$ cat src/crcdf_pkg.sv
package crcdf_pkg;

	localparam int MAX_FRAME = 64;
	localparam int STORE_DEPTH = 64;
	localparam int ADDR_W = $clog2(STORE_DEPTH);
	localparam int CNT_W = $clog2(MAX_FRAME + 1);
	localparam int HDR_BYTES = 3;
	localparam int FRAME_OVERHEAD = 6;

	localparam logic [31:0] CRC_POLY = 32'hEDB8_8320;
	localparam logic [31:0] CRC_ALL_ONES = 32'hFFFF_FFFF;

	typedef logic [7:0] byte_t;
	typedef logic [1:0] status_t;
	typedef logic [0:0] cfg_idx_t;

	localparam status_t ST_PAYLOAD = 2'd0;
	localparam status_t ST_REJECT = 2'd1;
	localparam status_t ST_OVERFLOW = 2'd2;

	localparam cfg_idx_t CFG_START_MARKER = 1'd0;
	localparam cfg_idx_t CFG_END_MARKER = 1'd1;

	localparam byte_t START_MARKER_RST = 8'hAA;
	localparam byte_t END_MARKER_RST = 8'hFF;

	// controller to datapath
	typedef struct packed {
		logic    open;
		logic    take;
		logic    rd_issue;
		logic    load_payload;
		logic    load_status;
		status_t code;
	} dp_cmd_t;

	// datapath to controller
	typedef struct packed {
		logic start_hit;
		logic done;
		logic good;
		logic overflow;
		logic rd_last;
		logic out_free;
	} dp_sts_t;

	// reflected crc-32, one byte
	function automatic logic [31:0] crc_feed(input logic [31:0] crc, input byte_t b);
		logic [31:0] c;
		c = crc ^ {24'd0, b};
		for (int k = 0; k < 8; k++) begin
			c = c[0] ? ((c >> 1) ^ CRC_POLY) : (c >> 1);
		end
		return c;
	endfunction

endpackage

$ cat src/crcdf_rx_if.sv
interface crcdf_rx_if;
	logic                valid;
	logic                ready;
	crcdf_pkg::byte_t    rx_byte;

	modport source(output valid, output rx_byte, input ready);
	modport sink(input valid, input rx_byte, output ready);
endinterface

$ cat src/crcdf_tx_if.sv
interface crcdf_tx_if;
	logic                valid;
	logic                ready;
	crcdf_pkg::byte_t    payload_byte;
	logic                is_last;
	crcdf_pkg::status_t  status;

	modport source(output valid, output payload_byte, output is_last, output status,
		input ready);
	modport sink(input valid, input payload_byte, input is_last, input status,
		output ready);
endinterface

$ cat src/crcdf_datapath.sv
module crcdf_datapath (
	input  logic                 clk,
	input  logic                 arst_n,
	input  logic                 cfg_we,
	input  crcdf_pkg::cfg_idx_t  cfg_index,
	input  crcdf_pkg::byte_t     cfg_wdata,
	input  crcdf_pkg::byte_t     rx_byte,
	input  crcdf_pkg::dp_cmd_t   cmd,
	output crcdf_pkg::dp_sts_t   sts,
	output logic                 tx_valid,
	input  logic                 tx_ready,
	output crcdf_pkg::byte_t     tx_byte,
	output logic                 tx_is_last,
	output crcdf_pkg::status_t   tx_status
);
	import crcdf_pkg::*;

	byte_t start_q;
	byte_t end_q;

	logic [CNT_W-1:0] cnt_q;
	byte_t            len_q;
	logic [31:0]      crc_q;
	byte_t            chk_q;

	byte_t            mem [STORE_DEPTH];
	byte_t            rdata_q;
	logic [ADDR_W-1:0] rd_k_q;

	logic    out_valid_q;
	byte_t   out_byte_q;
	logic    out_last_q;
	status_t out_status_q;

	logic [CNT_W-1:0]  pos;
	logic [CNT_W-1:0]  cnt_nx;
	byte_t             len_nx;
	logic              feed;
	logic              chk_hit;
	logic [ADDR_W-1:0] wr_addr;
	logic              done;
	logic              out_free;

	always_comb begin
		pos = cnt_q;
		cnt_nx = cnt_q + CNT_W'(1);
		len_nx = (pos == CNT_W'(HDR_BYTES)) ? rx_byte : len_q;
		feed = (pos <= CNT_W'(HDR_BYTES))
			|| ({2'b0, pos} <= ({1'b0, len_nx} + 9'(HDR_BYTES)));
		chk_hit = (pos >= CNT_W'(HDR_BYTES + 1))
			&& ({2'b0, pos} == ({1'b0, len_nx} + 9'(HDR_BYTES + 1)));
		wr_addr = ADDR_W'(pos - CNT_W'(1));
		done = (cnt_nx >= CNT_W'(HDR_BYTES + 1))
			&& ({2'b0, cnt_nx} == ({1'b0, len_nx} + 9'(FRAME_OVERHEAD)));
		out_free = !out_valid_q || tx_ready;
	end

	assign sts.start_hit = (rx_byte == start_q);
	assign sts.done = done;
	// crc and checksum are both settled before the end byte arrives
	assign sts.good = (rx_byte == end_q) && (~crc_q[7:0] == chk_q);
	assign sts.overflow = !done && (cnt_nx >= CNT_W'(MAX_FRAME));
	assign sts.rd_last = ({3'b0, rd_k_q} == ({1'b0, len_q} + 9'(HDR_BYTES - 1)));
	assign sts.out_free = out_free;

	// configuration
	always_ff @(posedge clk or negedge arst_n) begin
		if (!arst_n) begin
			start_q <= START_MARKER_RST;
			end_q <= END_MARKER_RST;
		end else if (cfg_we) begin
			case (cfg_index)
				CFG_START_MARKER: start_q <= cfg_wdata;
				CFG_END_MARKER:   end_q <= cfg_wdata;
				default: ;
			endcase
		end
	end

	// frame state
	always_ff @(posedge clk or negedge arst_n) begin
		if (!arst_n) begin
			cnt_q <= '0;
			len_q <= '0;
			crc_q <= CRC_ALL_ONES;
			chk_q <= '0;
			rd_k_q <= '0;
		end else begin
			if (cmd.open) begin
				cnt_q <= CNT_W'(1);
				len_q <= '0;
				crc_q <= CRC_ALL_ONES;
				chk_q <= '0;
				rd_k_q <= '0;
			end else if (cmd.take) begin
				cnt_q <= cnt_nx;
				len_q <= len_nx;
				if (feed) begin
					crc_q <= crc_feed(crc_q, rx_byte);
				end else if (chk_hit) begin
					chk_q <= rx_byte;
				end
			end else if (cmd.load_payload) begin
				rd_k_q <= rd_k_q + ADDR_W'(1);
			end
		end
	end

	// payload store
	always_ff @(posedge clk) begin
		if (cmd.take && feed) begin
			mem[wr_addr] <= rx_byte;
		end
		if (cmd.rd_issue) begin
			rdata_q <= mem[rd_k_q];
		end
	end

	// output register
	always_ff @(posedge clk or negedge arst_n) begin
		if (!arst_n) begin
			out_valid_q <= 1'b0;
		end else if (cmd.load_payload || cmd.load_status) begin
			out_valid_q <= 1'b1;
		end else if (tx_ready) begin
			out_valid_q <= 1'b0;
		end
	end

	always_ff @(posedge clk) begin
		if (cmd.load_payload) begin
			out_byte_q <= rdata_q;
			out_last_q <= sts.rd_last;
			out_status_q <= ST_PAYLOAD;
		end else if (cmd.load_status) begin
			out_byte_q <= '0;
			out_last_q <= 1'b1;
			out_status_q <= cmd.code;
		end
	end

	assign tx_valid = out_valid_q;
	assign tx_byte = out_byte_q;
	assign tx_is_last = out_last_q;
	assign tx_status = out_status_q;

	a_one_load: assert property (@(posedge clk) disable iff (!arst_n)
		!(cmd.load_payload && cmd.load_status))
		else $error("payload and status loaded together");

	a_load_free: assert property (@(posedge clk) disable iff (!arst_n)
		(cmd.load_payload || cmd.load_status) |-> out_free)
		else $error("output register overwritten before transaction");

	a_cnt_bound: assert property (@(posedge clk) disable iff (!arst_n)
		cnt_q <= CNT_W'(MAX_FRAME))
		else $error("byte count beyond frame limit");

	a_status_form: assert property (@(posedge clk) disable iff (!arst_n)
		cmd.load_status |=> (tx_valid && tx_is_last && tx_byte == '0
			&& tx_status != ST_PAYLOAD))
		else $error("malformed status result");

endmodule

$ cat src/crcdf_ctrl.sv
module crcdf_ctrl (
	input  logic                clk,
	input  logic                arst_n,
	input  logic                rx_valid,
	output logic                rx_ready,
	input  crcdf_pkg::dp_sts_t  sts,
	output crcdf_pkg::dp_cmd_t  cmd
);
	import crcdf_pkg::*;

	localparam logic [2:0] S_IDLE  = 3'd0;
	localparam logic [2:0] S_FRAME = 3'd1;
	localparam logic [2:0] S_RD    = 3'd2;
	localparam logic [2:0] S_WR    = 3'd3;
	localparam logic [2:0] S_REJ   = 3'd4;
	localparam logic [2:0] S_OVF   = 3'd5;

	logic [2:0] state_q;
	logic [2:0] state_nx;
	logic       accept;

	assign rx_ready = (state_q == S_IDLE) || (state_q == S_FRAME);
	assign accept = rx_valid && rx_ready;

	always_comb begin
		state_nx = state_q;
		cmd = '0;
		case (state_q)
			S_IDLE: begin
				if (accept && sts.start_hit) begin
					cmd.open = 1'b1;
					state_nx = S_FRAME;
				end
			end
			S_FRAME: begin
				if (accept) begin
					cmd.take = 1'b1;
					if (sts.done) begin
						state_nx = sts.good ? S_RD : S_REJ;
					end else if (sts.overflow) begin
						state_nx = S_OVF;
					end
				end
			end
			S_RD: begin
				cmd.rd_issue = 1'b1;
				state_nx = S_WR;
			end
			S_WR: begin
				if (sts.out_free) begin
					cmd.load_payload = 1'b1;
					state_nx = sts.rd_last ? S_IDLE : S_RD;
				end
			end
			S_REJ: begin
				cmd.code = ST_REJECT;
				if (sts.out_free) begin
					cmd.load_status = 1'b1;
					state_nx = S_IDLE;
				end
			end
			S_OVF: begin
				cmd.code = ST_OVERFLOW;
				if (sts.out_free) begin
					cmd.load_status = 1'b1;
					state_nx = S_IDLE;
				end
			end
			default: begin
				state_nx = S_IDLE;
			end
		endcase
	end

	always_ff @(posedge clk or negedge arst_n) begin
		if (!arst_n) begin
			state_q <= S_IDLE;
		end else begin
			state_q <= state_nx;
		end
	end

	a_no_take_drain: assert property (@(posedge clk) disable iff (!arst_n)
		(cmd.rd_issue || cmd.load_payload || cmd.load_status) |-> !rx_ready)
		else $error("input taken while results pending");

	a_rd_then_wr: assert property (@(posedge clk) disable iff (!arst_n)
		cmd.rd_issue |=> (state_q == S_WR))
		else $error("read data not followed by output load");

	a_open_idle: assert property (@(posedge clk) disable iff (!arst_n)
		cmd.open |=> (state_q == S_FRAME))
		else $error("frame open did not enter frame state");

endmodule

$ cat src/crc_checked_frame_deframer.sv
// Frame receiver: takes one byte per rx transaction. While idle every byte
// other than the start marker is dropped. A frame is start, command, function,
// length, length data bytes, checksum, end (length+6 bytes); the checksum must
// match the low byte of the reflected crc-32 over command..last data byte and
// the end byte must match end_marker. A good frame is delivered on tx as its
// command..last data bytes (status 0, is_last on the final one); a bad frame
// gives one reject status (1) and a frame reaching 64 bytes unfinished gives one
// overflow status (2). After a good frame the input stalls while the payload
// is read back from the 64-entry payload store, each byte by a store read and
// then an output register load that waits for the output register to be free.
// Results wait in a single output register, and an input byte can be taken
// while a status result is still waiting there.
module crc_checked_frame_deframer (
	input  logic                 clk,
	input  logic                 arst_n,
	input  logic                 cfg_we,
	input  crcdf_pkg::cfg_idx_t  cfg_index,
	input  crcdf_pkg::byte_t     cfg_wdata,
	crcdf_rx_if.sink             rx,
	crcdf_tx_if.source           tx
);
	import crcdf_pkg::*;

	dp_cmd_t cmd;
	dp_sts_t sts;

	crcdf_ctrl u_ctrl (
		.clk      (clk),
		.arst_n   (arst_n),
		.rx_valid (rx.valid),
		.rx_ready (rx.ready),
		.sts      (sts),
		.cmd      (cmd)
	);

	crcdf_datapath u_dp (
		.clk        (clk),
		.arst_n     (arst_n),
		.cfg_we     (cfg_we),
		.cfg_index  (cfg_index),
		.cfg_wdata  (cfg_wdata),
		.rx_byte    (rx.rx_byte),
		.cmd        (cmd),
		.sts        (sts),
		.tx_valid   (tx.valid),
		.tx_ready   (tx.ready),
		.tx_byte    (tx.payload_byte),
		.tx_is_last (tx.is_last),
		.tx_status  (tx.status)
	);

endmodule
$ cat src/flat_wrapper.sv
// flat-port wrapper written by rule: the top's interface ports become plain ports
module crc_checked_frame_deframer_flat import crcdf_pkg::*;
  (clk, arst_n, cfg_we, cfg_index, cfg_wdata, rx_valid, rx_rx_byte, rx_ready, tx_valid, tx_payload_byte, tx_is_last, tx_status, tx_ready);
  crcdf_rx_if rx_i ();
  crcdf_tx_if tx_i ();
  input  logic clk;
  input  logic arst_n;
  input  logic cfg_we;
  input  crcdf_pkg::cfg_idx_t cfg_index;
  input  crcdf_pkg::byte_t cfg_wdata;
  input wire logic [$bits(rx_i.valid)-1:0] rx_valid;
  input wire logic [$bits(rx_i.rx_byte)-1:0] rx_rx_byte;
  output wire logic [$bits(rx_i.ready)-1:0] rx_ready;
  output wire logic [$bits(tx_i.valid)-1:0] tx_valid;
  output wire logic [$bits(tx_i.payload_byte)-1:0] tx_payload_byte;
  output wire logic [$bits(tx_i.is_last)-1:0] tx_is_last;
  output wire logic [$bits(tx_i.status)-1:0] tx_status;
  input wire logic [$bits(tx_i.ready)-1:0] tx_ready;
  assign rx_i.valid = rx_valid;
  assign rx_i.rx_byte = rx_rx_byte;
  assign rx_ready = rx_i.ready;
  assign tx_valid = tx_i.valid;
  assign tx_payload_byte = tx_i.payload_byte;
  assign tx_is_last = tx_i.is_last;
  assign tx_status = tx_i.status;
  assign tx_i.ready = tx_ready;
  crc_checked_frame_deframer u_core (.clk(clk), .arst_n(arst_n), .cfg_we(cfg_we), .cfg_index(cfg_index), .cfg_wdata(cfg_wdata), .rx(rx_i), .tx(tx_i));
endmodule
$ cat config.mk
export PLATFORM = sky130hd
export DESIGN_NAME = crc_checked_frame_deframer_flat
export DESIGN_NICKNAME = d
export VERILOG_FILES = /design/src/crcdf_pkg.sv /design/src/crcdf_rx_if.sv /design/src/crcdf_tx_if.sv /design/src/crcdf_datapath.sv /design/src/crcdf_ctrl.sv /design/src/crc_checked_frame_deframer.sv /design/src/flat_wrapper.sv
export SDC_FILE = /design/constraint.sdc
export NUM_CORES = 1
export LEC_CHECK = 0
export BUFFER_PORTS_ARGS = -buffer_cell sky130_fd_sc_hd__buf_2
export CORE_MARGIN = 2
export CORE_UTILIZATION = 53
export DETAILED_ROUTE_END_ITERATION = 7
export PLACE_DENSITY = 0.8
export REMOVE_ABC_BUFFERS = 1
export SYNTH_ARGS = -nofsm -noshare
export SYNTH_HDL_FRONTEND = slang
export SYNTH_SLANG_ARGS = --single-unit
$ cat constraint.sdc
create_clock -name clk -period 4.8 [get_ports clk]
set_input_delay 0.96 -clock clk [delete_from_list [all_inputs] [get_ports clk]]
set_output_delay 0.96 -clock clk [all_outputs]
set_load 0.01 [all_outputs]
# Yosys cells after proc, flatten, opt, wreduce, memory -nomap -nowiden
# Memory sizes are Yosys's and may differ from the RTL's. A register that Yosys moved wholly into a read port is not among the register bits.
# Cells that the tools add are included.
[word_totals]
ff_bits = 92
ramBits = 512
input_bits = 22
output_inout_bits = 13
mem_count = 1
[op_classes]
addsub = 7
n_lt_le_gt_ge = 5
n_eq_ne = 19
muxes = 48
bitwise = 11
reduce_logical = 27
[mem_list]
columns = ["memory", "depth", "width", "read_ports", "rd_ports_with_merged_regs", "wr", "line_no", "text"]
rows = [
  ["u_core.u_dp.mem", 64, 8, 1, 1, 1, "crcdf_datapath.sv:26", "byte_t mem [STORE_DEPTH];"],
]
[op_table]
columns = ["op", "count"]
rows = [
  ["$mux W32", 11],
  ["$not A13 Y14", 8],
  ["$mux W8", 9],
  ["$xor A32 B8 Y32", 1],
  ["$eq A8 B8 Y1", 3],
  ["$mux W3", 7],
  ["$add A8 B2 Y9 const B", 2],
  ["$add A8 B3 Y9 const B", 2],
  ["$eq A7 B9 Y1", 2],
  ["$mux W6", 3],
  ["$pmux W3 S5", 1],
  ["$ge A7 B3 Y1 const B", 2],
  ["$mux W7", 2],
  ["$mux W1", 13],
  ["$reduce_bool A2 Y1", 6],
  ["$eq A6 B9 Y1", 1],
  ["$le A7 B9 Y1", 1],
  ["$ne A2 B1 Y1 const B", 4],
  ["$not A8 Y8", 1],
  ["$reduce_and A2 Y1", 4],
  ["$add A7 B1 Y7 const B", 1],
  ["$eq A7 B2 Y1 const B", 1],
  ["$ge A7 B7 Y1 const B", 1],
  ["$le A7 B2 Y1 const B", 1],
  ["other kinds (17)", 30],
]

# Logic depth before layout (Yosys ltp)
# Gate-level depths: netlist of the first run.
[logic_depth]
word_depth = 20
ltp_mapped = 21
mapped_depth_nobuf = 18

# Cells and area by module
# A second synthesis of the first run with hierarchy kept.
[unflattened]
cells_unflattened = 1536
area_unflattened_um2 = 26710.6
[modules_own_cells]
columns = ["mod", "instances", "cells_per_inst", "area_each_um2", "seq_area_each_um2"]
rows = [
  ["crcdf_datapath", 1, 1506, 26455.4, 17932.2],
  ["crcdf_ctrl", 1, 30, 255.2, 75.1],
]

# Least setup slack after synthesis of the first run
# OpenSTA, ideal clock, no wires.
[synth_timing]
kind = "flip-flop to flip-flop"
start = "register u_core.u_dp.cnt_q[0]"
end = "memory u_core.u_dp.mem[44][0] (netlist bit), enable pin"
t_arrival_ps = 4330
required_ps = 4430
path_slack_ps = 100
stages_incl_launch_ff = 19
path_buffers = 1
synth_period_minus_slack_ps = 4700
path_cell_list = "dfrtp_1 -> ha_1 -> or3b_2 -> nor2_8 -> mux2i_2 -> inv_1 -> ha_1 -> a211oi_1 -> xnor2_1 -> ha_1 -> a21o_1 -> a211oi_1 -> a21oi_1 -> o22ai_1 -> a211oi_2 -> nor2_2 -> nand2_1 -> buf_2 -> nor2_1"
[synth_via]
elab_chain_len = 8
[synth_rtl]
columns = ["item", "line_no", "text"]
rows = [
  ["from (decl)", "crcdf_datapath.sv:21", "logic [CNT_W-1:0] cnt_q;"],
  ["from (signal assigned)", "crcdf_datapath.sv:96", "cnt_q <= cnt_nx;"],
  ["$eq A7 B2 Y1", "crcdf_datapath.sv:47", "len_nx = (pos == CNT_W'(HDR_BYTES)) ? rx_byte : len_q;"],
  ["$mux W8", "crcdf_datapath.sv:47", ""],
  ["$add A8 B2 Y9", "crcdf_datapath.sv:49", "|| ({2'b0, pos} <= ({1'b0, len_nx} + 9'(HDR_BYTES)));"],
  ["$le A7 B9 Y1", "crcdf_datapath.sv:49", ""],
  ["$logic_or A1 B1 Y1", "crcdf_datapath.sv:49", ""],
  ["$logic_and A1 B1 Y1", "crcdf_datapath.sv:111", "if (cmd.take && feed) begin"],
  ["$mux W1", "crcdf_datapath.sv:111", ""],
  ["$mux W1 (implied by the code)", "crcdf_datapath.sv:112", "mem[wr_addr] <= rx_byte;"],
  ["to (decl)", "crcdf_datapath.sv:26", ""],
]
# Several ways; a longest one is shown, not always the timed one.

# Final worst setup path of the first run
[layout_timing]
start = "register u_core.u_dp.cnt_q[0]"
end = "memory u_core.u_dp.mem[49][0] (netlist bit), enable pin"
# The elaborated chain is that of the path after synthesis.

==> results.ini, run 1 <==
[timing]
fin_setup_tns_ns = 0
hold_violations = 0
fin_crit_ns = 4.682
relSlewSlack_pct = 14.18
fin_crit_sh_pct = 97.55
rsz0062_at_grt = true
clock-skew-final_ns = 0.02518
setup_viol = 0
tightest_slew_ns = 1.283
slew_viol_final = 0
max_freq_mhz = 213.6

[logic_synthesis]
yosys.area.top_type = edfxtp_1
syn_area_per_cell_sq_um = 17.54
ys_warn_count = 0
syn_inst = 1497
synth-main-ff-cell = edfxtp_1
yosysSeqAreaShare_pct = 68.58
ys_async_sr_fraction_pct = 13.24
synth_area_sq_um = 26260
ys_ff_latch = 612
synthTopCellsByArea = edfxtp_1, mux4_2, dfstp_2
synth_cell_types = 68
synth_edf_count = 529
synth.top_cell.area_share_pct = 60.50

[worst_hold_path]
hp-class = primary input to asynchronous set/reset pin

[clocking]
clock_latency_ns = 0.62
clk_path_buf_depth = 3
cts-root-buf = clkbuf_16
cts_sinks = 612
cts_tree = yes
clk_pin_slew_ns = 0.06
cts_made_buffers = 56
cts_hold_buf = 0
htree_levels = 2

[worst_setup_path]
critical_path.cell_chain = ha_1 > or3b_2 > nor2_8 > mux2i_2 > inv_1 > ha_1 > a211oi_1 > xnor2_1 > ha_1 > a21o_1 > a211oi_1 > a21oi_1 > o22ai_1 > a211oi_2 > nor2_4 > nand2_4 > nor2_2
crit_family = simple AND/OR/NAND/NOR gates
crit_arrival_ns = 4.94
critPathLaunchType = flip-flop
slowest_stage = or3b_2
critPathRequiredTime_ns = 5.06
cp_max_fo = 16
end_kind = flip-flop
crit_type = flip-flop to flip-flop
slowest_delay_ns = 0.55
r2r_slack_ns = 0.12
path_buf_inv = 1
crit_top_cell = ha_1

[layout]
synthToLayoutAreaGrowth_pct = 13.08
antenna_cells = 0
nNetsFinal = 1581
drive_above_1_share_pct = 30.72

[place]
port_buffers = 34
gp_congestion = 0.8943
dp.final_hpwl_um = 38720

[detailed_routing]
remaining_drc_errors = 0
ant_nets = 0
drtIter0Drc = 1648
avgViaCountPerCell = 6.266
first_pass_iters = 5
dr_total_vias = 14140
wl_um = 60810
wl_per_cell_um = 26.96

[die]
coreArea_sq_um = 48950
die_area_sq_um = 51340
start_util_pct = 53.64
ioPinCount = 35
rows = 81
die_height_um = 226.6
die_width_um = 226.6

[power]
leakage_uw = 0.009544
ir_drop_uv = 355.3
power.density_nw_per_um2 = 609.6
finalPower_uw = 18100

[grt]
grt_max_degree = 75
grt_pass1_vias = 14300
grt_pass1_wl_um = 92330
antenna_found_initial = 1
grt-ovfl-total = 0
grt_use_total_pct = 24.60

[status]
status = complete, no violations

[job]
cap_violations = 0

==> cell families (layout without fill, tap and decap cells) <==
logic type / Yosys count / after routing / synth area share, %
xor+xnor: 146 / 146 / 4.927
fa+ha+maj: 14 / 14 / 0.6672
flops: 612 / 612 / 68.58
buf+inv: 99 / 194 / 1.596
compound gates: 109 / 109 / 2.678
mux: 204 / 204 / 15.92
simple gates: 313 / 313 / 5.628
==> routing by layer <==
metal | vias up | part of all wire (%) | track usage (%)
li1 | 5974 | - | -
met2 | 744 | 50 | 41.09
met1 | 7305 | 39 | 33.41
met3 | 110 | 8.0 | 4.004
met4 | 2 | 2.8 | 7.874
met5 | - | 0.023 | 0
==> state kept, by name, indices dropped and copies added, names as in the netlist <==
register / cells
u_core.u_ctrl.state_q: 3
u_core.u_dp.chk_q: 8
u_core.u_dp.cnt_q: 7
u_core.u_dp.crc_q: 32
u_core.u_dp.end_q: 8
u_core.u_dp.len_q: 8
u_core.u_dp.mem: 512
u_core.u_dp.rd_k_q: 6
u_core.u_dp.rdata_q: 8
u_core.u_dp.start_q: 8
u_core.u_dp.tx_byte: 8
u_core.u_dp.tx_is_last: 1
u_core.u_dp.tx_status: 2
u_core.u_dp.tx_valid: 1
==> power by group <==
group          leakage [uW]  switching [uW]  internal (uW)
combinational       0.00291            3510           3050
sequential          0.00570             564           6330
clock              0.000931            1970           2670
total               0.00954            6050          12000
==> cell type report <==
class                      instances  area [sq um]
clock inverter                    41         476.7
fill                            3438         19260
timing repair buffer              80         584.3
inverter                           9         33.78
multi-input combinational        786          8297
sequential                       612         18020
tap                              664         830.8
clock buffer                      64          1451
==> Yosys cell counts, types with 5 or more instances <==
library cell,count
nand4_1,13
buf_1,19
nor3_1,34
and2_1,11
nor2b_1,5
mux4_2,168
mux2_2,16
inv_1,9
nand2b_1,9
edfxtp_1,529
a211oi_1,9
o211ai_1,9
and3_1,7
nand3_1,20
o21ai_0,8
o21ai_1,5
dfrtp_1,37
mux2i_1,18
dfstp_2,44
buf_2,26
xnor2_1,97
clkbuf_1,43
a31oi_1,5
ha_1,14
xor2_1,47
nor2_1,119
nand2_1,70
a21oi_1,48
==> metrics by stage <==
stage                     cells  hold WS, ns  cell area [sq um]  utilization (%)  worst slack [ns]
after floorplan            1407       0.4967              25870                -            -2.062
after global placement     2149       0.5048              27260            55.68          -0.05891
after detailed placement   2149       0.5083              27260            55.68           -0.1007
after CTS                  2254       0.3489              29220            59.68          -0.07675
after global routing       2256       0.3786              29690            60.65           -0.1687
final                      2256       0.3596              29690            60.65            0.1176
==> cell usage in the layout, fill, tap and decap left out, types with 11 or more instances in the layout <==
cell type and count:
mux2i_1 18, dfstp_2 44, nor2_4 58, dfrtp_1 34
a21oi_1 48, clkbuf_16 56, nand2_1 70, nor3_1 34
xnor2_1 97, nor2_1 55, mux4_2 168, ha_1 14
nand3_1 20, mux2_2 16, edfxtp_1 529, xor2_1 47
clkinv_2 16, buf_4 41, buf_2 33, and2_1 11
nand4_1 13
==> final timing paths <==
| check | from | to | cells after the start |
|---|---|---|---|
| max in group asynchronous | arst_n | u_core.u_dp.crc_q[6]$_DFFE_PN1P_ | 2 |
| min in group clk | u_core.u_dp.rdata_q[3]$_DFFE_PP_ | u_core.u_dp.tx_byte[3]$_SDFFCE_PN0P_ | 1 |
| min reg2reg | u_core.u_dp.rdata_q[3]$_DFFE_PP_ | u_core.u_dp.tx_byte[3]$_SDFFCE_PN0P_ | 1 |
| max reg2reg | u_core.u_dp.cnt_q[0]$_DFFE_PN0P_ | u_core.u_dp.mem[49][0]$_DFFE_PP_ | 17 |
| min | arst_n | u_core.u_dp.chk_q[0]$_DFFE_PN0P_ | 1 |
| max | u_core.u_dp.cnt_q[0]$_DFFE_PN0P_ | u_core.u_dp.mem[49][0]$_DFFE_PP_ | 17 |
==> what timing repair did <==
action,in CTS,in global routing
gates cloned,0,0
pin swaps,0,1
setup buffers,0,2
resized for setup,12,113
endpoints found under the setup margin,178,512
No activity file was read; power rests on OpenSTA's default activity.
==> run 2, diff against run 1 <==
REMOVE_ABC_BUFFERS = default   (was 1)
==> run 2 against run 1 <==
Net effect:
- the flow now finishes with violations (design-rule violations, negative setup slack)
- highest routed layer unchanged
- cell count rose by 0.27%
- maximum frequency decreased by 4.0%
- setup slack worse by 0.19 ns
- clock power hardly changed
- combinational power decreased by 0.6%
- clock skew is 0.0068 ns lower
==> results.ini, run 2 (synthesis gave the netlist of run 1 again) <==
[grt]
grt_max_degree = 75
grt_use_total_pct = 24.93
grt_pass1_wl_um = 93140
antenna_found_initial = 4
grt-ovfl-total = 0
grt_pass1_vias = 14170

[layout]
regArea_sq_um = 18020
top_register = u_core.u_dp.mem
fin_util_pct = 60.15
reg_top3 = u_core.u_dp.mem: 512 flops, u_core.u_dp.crc_q: 32 flops
layout_common_cells = edfxtp_1, mux4_2, xnor2_1
largest_reg_flops = 512
synthToLayoutAreaGrowth_pct = 12.14
drive_above_1_share_pct = 30.93
nNetsFinal = 1587
n_fill_cell = 3455
multi_input_area_sq_um = 8021
final_common_cell = edfxtp_1

[detailed_routing]
wl_per_cell_um = 27.28
wl_um = 61700
dr_total_vias = 14090
remaining_drc_errors = 1
drtIter0Drc = 1758
avgViaCountPerCell = 6.228
ant_nets = 0
first_pass_iters = 8

[clocking]
cts_tree = yes
cts_sinks = 612
cts_setup_buffers = 0
cts-root-buf = clkbuf_16
cts_made_buffers = 59
htree_levels = 2
clk_pin_slew_ns = 0.07
clock_latency_ns = 0.63
clk_path_buf_depth = 3

[place]
port_buffers = 34
dp.final_hpwl_um = 38090
gp_congestion = 0.9282

[die]
die_area_sq_um = 51340
start_util_pct = 53.64
ioPinCount = 35
die_height_um = 226.6
coreArea_sq_um = 48950
die_width_um = 226.6
rows = 81

[timing]
fin_setup_tns_ns = -7.117
setup_ws_ns = -0.07631
rsz0062_at_grt = true
tightest_slew_ns = 1.061
setup_viol = 265
fin_crit_sh_pct = 101.6
relSlewSlack_pct = 29.28
max_freq_mhz = 205.1
hold_violations = 0
clock-skew-final_ns = 0.01840
fin_crit_ns = 4.876
slew_viol_final = 0

[power]
power.density_nw_per_um2 = 615.7
finalPower_uw = 18130
clock_power_share_pct = 25.6
combinationalPowerShare_pct = 35.9
p_int_uw = 12010
seq_power_share_pct = 38.5
ir_drop_uv = 353.0
swShare_pct = 33.76
p_switching_uw = 6120
leakage_uw = 0.009495

[status]
status = finished with violations
violations = design-rule violations, negative setup slack

[worst_setup_path]
slowest_stage = nor2_2
critPathLaunchType = flip-flop
critPathRequiredTime_ns = 5.06
cp_max_fo = 16
crit_type = flip-flop to flip-flop
end_kind = flip-flop
slowest_delay_ns = 0.57
critical_path.cell_chain = ha_1 > or3b_2 > nor2_8 > mux2i_2 > inv_1 > ha_1 > a211oi_1 > xnor2_1 > ha_1 > a21o_1 > a211oi_1 > a21oi_1 > o22ai_1 > a211oi_2 > nor2_4 > nand2_2 > nor2_2
crit_arrival_ns = 5.14
crit_top_cell = ha_1

[job]
cap_violations = 0

[worst_hold_path]
hp-class = primary input to asynchronous set/reset pin

[logic_synthesis]
syn_nets = 1533

## run 2: critical path: cells and delay by family (launching register included)
family,cells,cell delay (ns)
adders and majority gates,3,0.68
muxes,1,0.24
and+or+nand+nor,5,1.84
DFF,1,0.36
buffers and inverters,1,0.09
xor gates and xnor gates,1,0.18
AOI/OAI and AO/OA,6,1.11
## run 2: metal layers
metal	track usage [%]	vias to the layer above	share of wire (%)
met4	7.046	4	2.8
li1	-	5960	-
met3	6.039	130	9.4
met1	34.60	7260	39
met5	0	-	0.047
met2	39.78	733	49
## run 2: final timing paths
kind | startpoint | end | slack, ns | cells past startpoint
max | u_core.u_dp.cnt_q[1]$_DFFE_PN0P_ | u_core.u_dp.mem[7][6]$_DFFE_PP_ | -0.08 | 17
min in group clk | u_core.u_dp.tx_status[0]$_SDFFE_PP0P_ | u_core.u_dp.tx_status[0]$_SDFFE_PP0P_ | 0.52 | 2
max reg2reg | u_core.u_dp.cnt_q[1]$_DFFE_PN0P_ | u_core.u_dp.mem[7][6]$_DFFE_PP_ | -0.08 | 17
min reg2reg | u_core.u_dp.tx_status[0]$_SDFFE_PP0P_ | u_core.u_dp.tx_status[0]$_SDFFE_PP0P_ | 0.52 | 2
min | arst_n | u_core.u_dp.start_q[4]$_DFFE_PN0P_ | 0.27 | 1
max in group asynchronous | arst_n | u_core.u_dp.start_q[0]$_DFFE_PN0P_ | 3.52 | 2
## run 2: power by group through the flow
stage / Combinational (uW) / Clock [uW] / Sequential [uW]
2_1_floorplan: 4920 / 0 / 6620
5_1_grt: 6940 / 4880 / 7030
3_3_place_gp: 6200 / 0 / 7040
4_1_cts: 6460 / 4680 / 6970
3_5_place_dp: 6340 / 0 / 7070
6_report: 6520 / 4640 / 6970
## run 2: area by class of cell
type	count	share of cell area, %
sequential	612	61.19
clock inverter	40	1.275
antenna	1	0.008499
tap	664	2.822
multi-input combinational	786	27.24
inverter	9	0.1147
clock buffer	67	5.342
timing repair buffer	83	2.006
## run 2: stage by stage
step	std cells	hold WS, ns	instance area, sq um	setup slack [ns]
after floorplan	1497	0.4967	26260	0.1002
after global placement	2154	0.4952	27310	0.1312
after detailed placement	2154	0.5134	27310	-0.03247
after CTS	2261	0.2690	29280	-0.03433
after global routing	2261	0.2877	29440	-0.2997
final	2262	0.2729	29440	-0.07631
## run 2: repair_timing
item,4_1_cts,5_1_grt
hold buffers,0,0
cloned,0,0
pin swaps,0,0
gates resized for setup,8,61
setup endpoints to repair,93,512
